### config.mk
export PLATFORM = sky130hd
export DESIGN_NAME = bst_front
export DESIGN_NICKNAME = d
export VERILOG_FILES = /design/src/sv/bst_pkg.sv /design/src/sv/bst_front.sv
export SDC_FILE = /design/constraint.sdc
export NUM_CORES = 1
export LEC_CHECK = 0
export CAP_MARGIN = 20
export CORE_AREA = 2 2 178 180
export CTS_CLUSTER_SIZE = 16
export DETAILED_ROUTE_END_ITERATION = 10
export DIE_AREA = 0 0 180 182
export DONT_BUFFER_PORTS = 1
export PLACE_DENSITY_LB_ADDON = 0.05
export SETUP_SLACK_MARGIN = 0.05
export SYNTH_ARGS = -nofsm -noshare
export SYNTH_HDL_FRONTEND = slang
export SYNTH_SLANG_ARGS = --single-unit
### constraint.sdc
create_clock -name clk -period 17.95 [get_ports clk]
set_input_delay 3.59 -clock clk [delete_from_list [all_inputs] [get_ports clk]]
set_output_delay 3.59 -clock clk [all_outputs]
set_load 0.02 [all_outputs]
### src/sv/bst_pkg.sv
// ----------------------------------------------------------------------------
// Bone skinning vertex transform package
// Shared types, constants and fixed-point helpers for the skinning block.
// ----------------------------------------------------------------------------
package bst_pkg;

    localparam int XY_W       = 32;   // Q16.16 coordinate and coefficient width
    localparam int WEIGHT_W   = 17;   // Q1.16 weight, 65536 is one
    localparam int BONE_IDX_W = 5;    // one packed bone number
    localparam int MAX_INF    = 4;    // influences carried per vertex
    localparam int INF_IDX_W  = 2;    // selects one of MAX_INF influences
    localparam int COEFS      = 6;    // coefficients per affine matrix
    localparam int LANE_W     = 3;    // selects one of COEFS coefficients
    localparam int ADDR_W     = 8;    // table address width
    localparam int ROW_FULL_W = 6;    // table address divided by COEFS
    localparam int CFG_IDX_W  = 3;
    localparam int QDEPTH     = 2;    // entries between front and back
    localparam int QPTR_W     = 1;
    localparam int QCNT_W     = 2;

    // Division by six of an 8-bit address: (addr * 171) >> 10 is exact below 256.
    localparam int RECIP6       = 171;
    localparam int RECIP6_SHIFT = 10;
    localparam int RECIP6_W     = 16;

    localparam int PROD_W  = 48;      // 32x32 product with its low 16 bits dropped
    localparam int BPROD_W = 34;      // 32x18 product with its low 16 bits dropped
    localparam int ACC_W   = 36;      // sum of up to four blend products
    localparam int SUM_W   = 50;      // two products plus a translation

    typedef enum logic [CFG_IDX_W-1:0] {
        REG_WORLD_M0    = 3'd0,
        REG_WORLD_M1    = 3'd1,
        REG_WORLD_M2    = 3'd2,
        REG_WORLD_M3    = 3'd3,
        REG_WORLD_TX    = 3'd4,
        REG_WORLD_TY    = 3'd5,
        REG_SKIN_ENABLE = 3'd6
    } bst_reg_idx_t;

    typedef struct packed {
        logic [COEFS-1:0][XY_W-1:0] m;     // m0, m1, m2, m3, tx, ty
        logic                       skin;
    } bst_cfg_t;

    // One classified transaction waiting for the execution side.
    typedef struct packed {
        logic                                  is_vertex;
        logic [XY_W-1:0]                       pos_x;
        logic [XY_W-1:0]                       pos_y;
        logic [MAX_INF-1:0][BONE_IDX_W-1:0]    bone;
        logic [MAX_INF-1:0][WEIGHT_W-1:0]      weight;
        logic                                  wr_ok;
        logic [ROW_FULL_W-1:0]                 wr_row;
        logic [LANE_W-1:0]                     wr_lane;
        logic [XY_W-1:0]                       wr_value;
    } bst_item_t;

    // Saturate a wide signed sum to 32 bits.
    function automatic logic [XY_W-1:0] sat32(input logic signed [SUM_W-1:0] v);
        logic [XY_W-1:0] r;
        if ((&v[SUM_W-1:XY_W-1]) || !(|v[SUM_W-1:XY_W-1]))
        begin
            r = v[XY_W-1:0];
        end
        else if (v[SUM_W-1])
        begin
            r = {1'b1, {(XY_W-1){1'b0}}};
        end
        else
        begin
            r = {1'b0, {(XY_W-1){1'b1}}};
        end
        return r;
    endfunction

endpackage

### src/sv/bst_front.sv
// ----------------------------------------------------------------------------
// Skinning front end
// Accepts transactions, decodes table addresses and queues classified items.
// ----------------------------------------------------------------------------
module bst_front #(
    parameter int BONE_COUNT = 32
) (
    input  logic                        clk,
    input  logic                        rst_n,
    input  logic                        in_valid,
    output logic                        in_ready,
    input  logic                        operation,
    input  logic [31:0]                 pos_x,
    input  logic [31:0]                 pos_y,
    input  logic [19:0]                 bone_indices,
    input  logic [16:0]                 weight_0,
    input  logic [16:0]                 weight_1,
    input  logic [16:0]                 weight_2,
    input  logic [16:0]                 weight_3,
    input  logic [7:0]                  table_address,
    input  logic [31:0]                 table_value,
    output logic                        q_vld,
    output bst_pkg::bst_item_t          q_item,
    input  logic                        q_pop
);

    import bst_pkg::*;

    localparam logic [ADDR_W:0] TABLE_LIMIT = (ADDR_W+1)'(BONE_COUNT * COEFS);

    bst_item_t             entry_reg [QDEPTH];
    logic [QPTR_W-1:0]     wr_ptr_reg, wr_ptr_next;
    logic [QPTR_W-1:0]     rd_ptr_reg, rd_ptr_next;
    logic [QCNT_W-1:0]     count_reg, count_next;
    bst_item_t             new_item;
    logic [RECIP6_W-1:0]   recip_prod;
    logic [ROW_FULL_W-1:0] row;
    logic [ADDR_W-1:0]     lane_full;
    logic                  push;

    // Table address split into bone row and coefficient lane.
    assign recip_prod = {{(RECIP6_W-ADDR_W){1'b0}}, table_address} * RECIP6_W'(RECIP6);
    assign row        = recip_prod[RECIP6_SHIFT +: ROW_FULL_W];
    assign lane_full  = table_address - ADDR_W'({2'b00, row} * ADDR_W'(COEFS));

    always_comb
    begin
        new_item.is_vertex = operation;
        new_item.pos_x     = pos_x;
        new_item.pos_y     = pos_y;
        for (int i = 0; i < MAX_INF; i++)
        begin
            new_item.bone[i] = bone_indices[i*BONE_IDX_W +: BONE_IDX_W];
        end
        new_item.weight[0] = weight_0;
        new_item.weight[1] = weight_1;
        new_item.weight[2] = weight_2;
        new_item.weight[3] = weight_3;
        new_item.wr_ok     = ({1'b0, table_address} < TABLE_LIMIT);
        new_item.wr_row    = row;
        new_item.wr_lane   = lane_full[LANE_W-1:0];
        new_item.wr_value  = table_value;
    end

    assign in_ready = (count_reg != QCNT_W'(QDEPTH));
    assign push     = in_valid && in_ready;
    assign q_vld    = (count_reg != '0);
    assign q_item   = entry_reg[rd_ptr_reg];

    always_comb
    begin
        wr_ptr_next = wr_ptr_reg;
        rd_ptr_next = rd_ptr_reg;
        count_next  = count_reg;
        if (push)
        begin
            wr_ptr_next = wr_ptr_reg + 1'b1;
        end
        if (q_pop)
        begin
            rd_ptr_next = rd_ptr_reg + 1'b1;
        end
        if (push && !q_pop)
        begin
            count_next = count_reg + 1'b1;
        end
        else if (!push && q_pop)
        begin
            count_next = count_reg - 1'b1;
        end
    end

    always_ff @(posedge clk or negedge rst_n)
    begin
        if (!rst_n)
        begin
            wr_ptr_reg <= '0;
            rd_ptr_reg <= '0;
            count_reg  <= '0;
        end
        else
        begin
            wr_ptr_reg <= wr_ptr_next;
            rd_ptr_reg <= rd_ptr_next;
            count_reg  <= count_next;
        end
    end

    always_ff @(posedge clk)
    begin
        if (push)
        begin
            entry_reg[wr_ptr_reg] <= new_item;
        end
    end

endmodule

# Word level (Yosys, flattened, before mapping)
# Memory sizes are Yosys's and may differ from the RTL's.
# Index checks and enable logic that the tools add are counted.
[classes]
multipliers = 2
n_reduce_logical = 7
addsub = 5
n_eq_ne = 1
n_lt_le_gt_ge = 1
mux = 4
[op_table]
columns = ["operator", "n"]
rows = [
  ["$mul A8 B8 Y16 const B", 1],
  ["$lt A8 B8 Y1 const B", 1],
  ["$mul A6 B2 Y2 const B", 1],
  ["$mux W2", 2],
  ["$reduce_bool A2 Y1", 2],
  ["$logic_and A1 B1 Y1", 3],
  ["$sub A3 B3 Y3", 1],
  ["$add A1 B1 Y1 const B", 2],
  ["$add A2 B1 Y2 const B", 1],
  ["$logic_not A1 Y1", 2],
  ["$mux W1", 2],
  ["$ne A2 B2 Y1 const B", 1],
  ["$sub A2 B1 Y2 const B", 1],
]
[totals]
n_memories = 1
ram_bits = 390
out_inout_bits = 197
reg_bits = 4
in_bits = 197
elab_cells = 24
[mem_list]
columns = ["memory", "words", "width", "rd", "rd_ports_with_merged_regs", "wr", "line", "source"]
rows = [
  ["entry_reg", 2, 195, 1, 0, 1, "bst_front.sv:31", "bst_item_t entry_reg [QDEPTH];"],
]

# Logic depth before layout (Yosys ltp)
[depth]
depth_word = 6
mapped_depth = 14
ltp_nobuf = 14

# Least setup slack after synthesis
# Ideal clock, no wire load.
[synth_path]
path_type = "input to register"
from = "input in_valid"
to = "memory entry_reg[0][0] (netlist name), enable pin"
cell_stages = 2
setup_slack_ns = 5.426
t_required_ns = 17.196
n_path_buf = 0
arrival_ns = 11.771
setup_time_ns = 0.754
path_cell_list = "nand2_1 -> nor2_1"
[synth_between]
elab_chain_len = 3
[synth_lines]
columns = ["item", "line", "source"]
rows = [
  ["start, declared", "bst_front.sv:10", "input logic in_valid,"],
  ["$logic_and A1 B1 Y1", "bst_front.sv:66", "assign push = in_valid && in_ready;"],
  ["$mux W1", "bst_front.sv:111", "if (push)"],
  ["$mux W1 (implied by the code)", "bst_front.sv:113", "entry_reg[wr_ptr_reg] <= new_item;"],
  ["end, declared", "bst_front.sv:31", ""],
]
# Every way passes these cells.

==> impl_metrics.toml <==
[yosys]
yosys_warnings = 0
ys.flop_type = "sky130_fd_sc_hd__edfxtp_1"
post-synth-top-count-cell = "sky130_fd_sc_hd__edfxtp_1"
synthDominantCellAreaShare = 0.7648
yosys_register_bits = 394
synth_enable_flop_cells = 390
syn_area_um2 = 15310
asyncSetResetFlopFracSynth = 0.01015
post_synth_main_area_contributors = "sky130_fd_sc_hd__edfxtp_1 (76%), sky130_fd_sc_hd__mux2_2 (14%), sky130_fd_sc_hd__ha_1 (3.5%)"
synth_sequential_area_ratio = 0.7714
syn_avg_cell_area_um2 = 20.92
synth.cells.most_frequent = "sky130_fd_sc_hd__edfxtp_1 (390), sky130_fd_sc_hd__mux2_2 (195), sky130_fd_sc_hd__ha_1 (43), sky130_fd_sc_hd__inv_1 (19), sky130_fd_sc_hd__buf_2 (14)"
synth.distinct_cells = 32
synth_area_leader_cell = "sky130_fd_sc_hd__edfxtp_1"
syn-instance-count = 732
synth.net_count = 984

[grt]
first_global_vias = 6912
global_route_wire_length_before_repair_um = 43210
grt_overflow = 0
grt_util_all_layers = 0.1748
grt_max_degree = 88
number_of_antenna_violations_at_the_first_check_in_global_routing = 0

[sta]
sum_neg_setup_slack_ns = 0
final_period_minus_worst_setup_slack_ns = 7.020
slew_headroom = 0.3154
hold_violations = 0
setup_viol = 0
fmax_mhz = 142.4
min_period_over_period = 0.3911
final.hold.worst_slack_ns = 0.5132
worst_slew_pin_slew_ns = 1.024
rsz_0062_raised_after_global_routing = "no"
clock-skew-final_ns = 0.01334
slew_violations = 0

[pwr]
cell_internal_pwr_mw = 2.051
seqPwrFrac = 0.436
power_per_cell_area_nw_per_um2 = 178.7
power.leakage_nw = 5.812
share_comb_of_total_power = 0.304
total_power_mw = 3.064
ir_worst_vdd_mv = 0.1176
p_sw_mw = 1.012
p_sw_frac = 0.3305
clock_power_share = 0.260

[run]
drv_cap = 0

[cts]
cts-resized-gates = 0
worst_skew_pair.late_latency_ns = 0.52
cts_post_setup_buffers_inserted = 0
tritoncts_num_sinks = 394
htree_levels = 2
cts_buffer_depth = 3
clock_transition_at_the_registers_of_the_reported_paths_ns = 0.06
cts_hold_fix_bufs = 0
cts_tree = "done"
cts_made_buffers = 41
clock_tree.root_cell = "sky130_fd_sc_hd__clkbuf_16"

[floorplanning]
initial_utilization = 0.4942
floorplan.rows = 65
die_width_um = 180
die-area_um2 = 32760
die_y_um = 182
io_pins = 394
placeable_core_area_um2 = 30990

[outcome]
status = "finished, final reports clean"

[placement]
place_congestion = 0.8161
port-buffer-count = 0
detail_placement_hpwl_um = 20150

[critical_path]
setup.worst_path.class = "in -> reg"
cp_top_family = "adder cells"
crit_path_cell_trace = "ha_1 > fa_1 > fa_1 > inv_1 > fa_1 > inv_1 > ha_1 > a21oi_1 > a21boi_1 > a211oi_1 > xnor2_1 > ha_1 > xnor2_1 > xnor3_1"
crit_slowest_cell = "sky130_fd_sc_hd__fa_1"
critPathRequiredTime_ns = 18.20
start_kind = "input port"
worstPathMaxFanout = 5
critPathMaxStageDelay_ns = 0.53
worst_setup_path_end_kind = "register"
worstPathBufferInverterCount = 2
timing.critical_path.arrival_ns = 7.27

[detailed_routing]
drt_drc_violations_left = 0
count_of_vias_placed_by_the_detailed_router = 6583
drt_iter0_markers = 384
routedWlPerCell_um = 24.57
route.detailed.vias_per_inst = 5.509
drt_wl_total_um = 29360
detail-route-antenna-nets = 0
drt-pass1-iter-count = 4

[hold_path]
min-delay-path-class = "reg -> reg"

[cells_and_area]
flip_flop_count_of_the_largest_register_all_copies_and_words_added = 390
synthToLayoutAreaGrowth_pct = 11.98
drive_gt1_frac = 0.3430
insertedDiodeCount = 0
num-nets-final = 1014
-- cell families (layout without fill, tap and decap cells) --
family                     count (synthesis)  count (layout)  share of synthesized area
AOI/OAI and AO/OA                         13              13                   0.007109
DFF                                      394             394                     0.7714
and+or+nand+nor                           21              21                   0.007764
muxes                                    195             195                     0.1434
buffers and inverters                     41             102                    0.01120
xor gates and xnor gates                  13              13                   0.008335
adders and majority gates                 55              55                    0.05083
-- final timing paths --
path	start	to	slack, ns	cells after the start
max	table_address[1]	entry_reg[0][34]	10.93	14
min	count_reg[1]	count_reg[1]	0.51	1
max reg2reg	count_reg[0]	entry_reg[0][119]	14.86	4
min reg2reg	count_reg[1]	count_reg[1]	0.51	1
max in group asynchronous	rst_n	rd_ptr_reg	15.11	0
min in group asynchronous	rst_n	count_reg[1]	2.76	0
-- routing by layer --
layer  up-vias  routed length (µm)  global-route usage  part of all wire
met5         -                   0                   0                 0
met4         0                 934             0.06699             0.032
met3        53                3631             0.09126              0.12
met2       277               15360              0.3054              0.52
met1      3316                9428              0.1767              0.32
li1       2937                   -                   -                 -
-- stage by stage --
step	area, µm²	setup slack (ns)	instances	utilization
5_1_grt	17150	10.72	1195	0.5534
3_3_place_gp	15780	10.50	1118	0.5091
3_5_place_dp	15780	10.35	1118	0.5091
4_1_cts	17060	10.91	1192	0.5507
2_1_floorplan	15310	5.426	732	-
6_report	17150	10.93	1195	0.5534
-- power by group through the flow --
stage	clock, mW	sequential, mW	combinational, mW
global route	0.861	1.36	0.988
CTS	0.821	1.34	0.934
finish	0.797	1.34	0.930
global placement	0	1.35	0.924
floorplan	0	1.38	0.778
detailed placement	0	1.36	0.929
-- cell usage in the layout (no fill, tap or decap), types with 2 or more instances in the layout --
cell / n
sky130_fd_sc_hd__xor2_1: 6
sky130_fd_sc_hd__mux2_2: 195
sky130_fd_sc_hd__nand3_1: 2
sky130_fd_sc_hd__inv_1: 19
sky130_fd_sc_hd__nand2_1: 4
sky130_fd_sc_hd__xnor2_1: 6
sky130_fd_sc_hd__fa_1: 12
sky130_fd_sc_hd__nand4_1: 2
sky130_fd_sc_hd__nand2b_1: 3
sky130_fd_sc_hd__bufinv_16: 3
sky130_fd_sc_hd__edfxtp_1: 390
sky130_fd_sc_hd__clkinv_1: 10
sky130_fd_sc_hd__clkinvlp_4: 2
sky130_fd_sc_hd__buf_4: 6
sky130_fd_sc_hd__dfrtp_1: 3
sky130_fd_sc_hd__o21ai_1: 2
sky130_fd_sc_hd__clkinv_2: 10
sky130_fd_sc_hd__nor2_1: 2
sky130_fd_sc_hd__clkbuf_1: 5
sky130_fd_sc_hd__clkbuf_16: 42
sky130_fd_sc_hd__buf_16: 3
sky130_fd_sc_hd__ha_1: 43
sky130_fd_sc_hd__a21oi_1: 4
-- layout make-up --
| cell class | instances | area (µm²) |
|---|---|---|
| timing repair buffer | 9 | 127.6 |
| multi-input combinational | 297 | 3342 |
| clock buffer | 47 | 1070 |
| fill | 2389 | 13840 |
| sequential | 394 | 11820 |
| inverter | 19 | 71.32 |
| tap | 402 | 503.0 |
| clock inverter | 27 | 217.7 |
(Power assumes the default switching activity.)
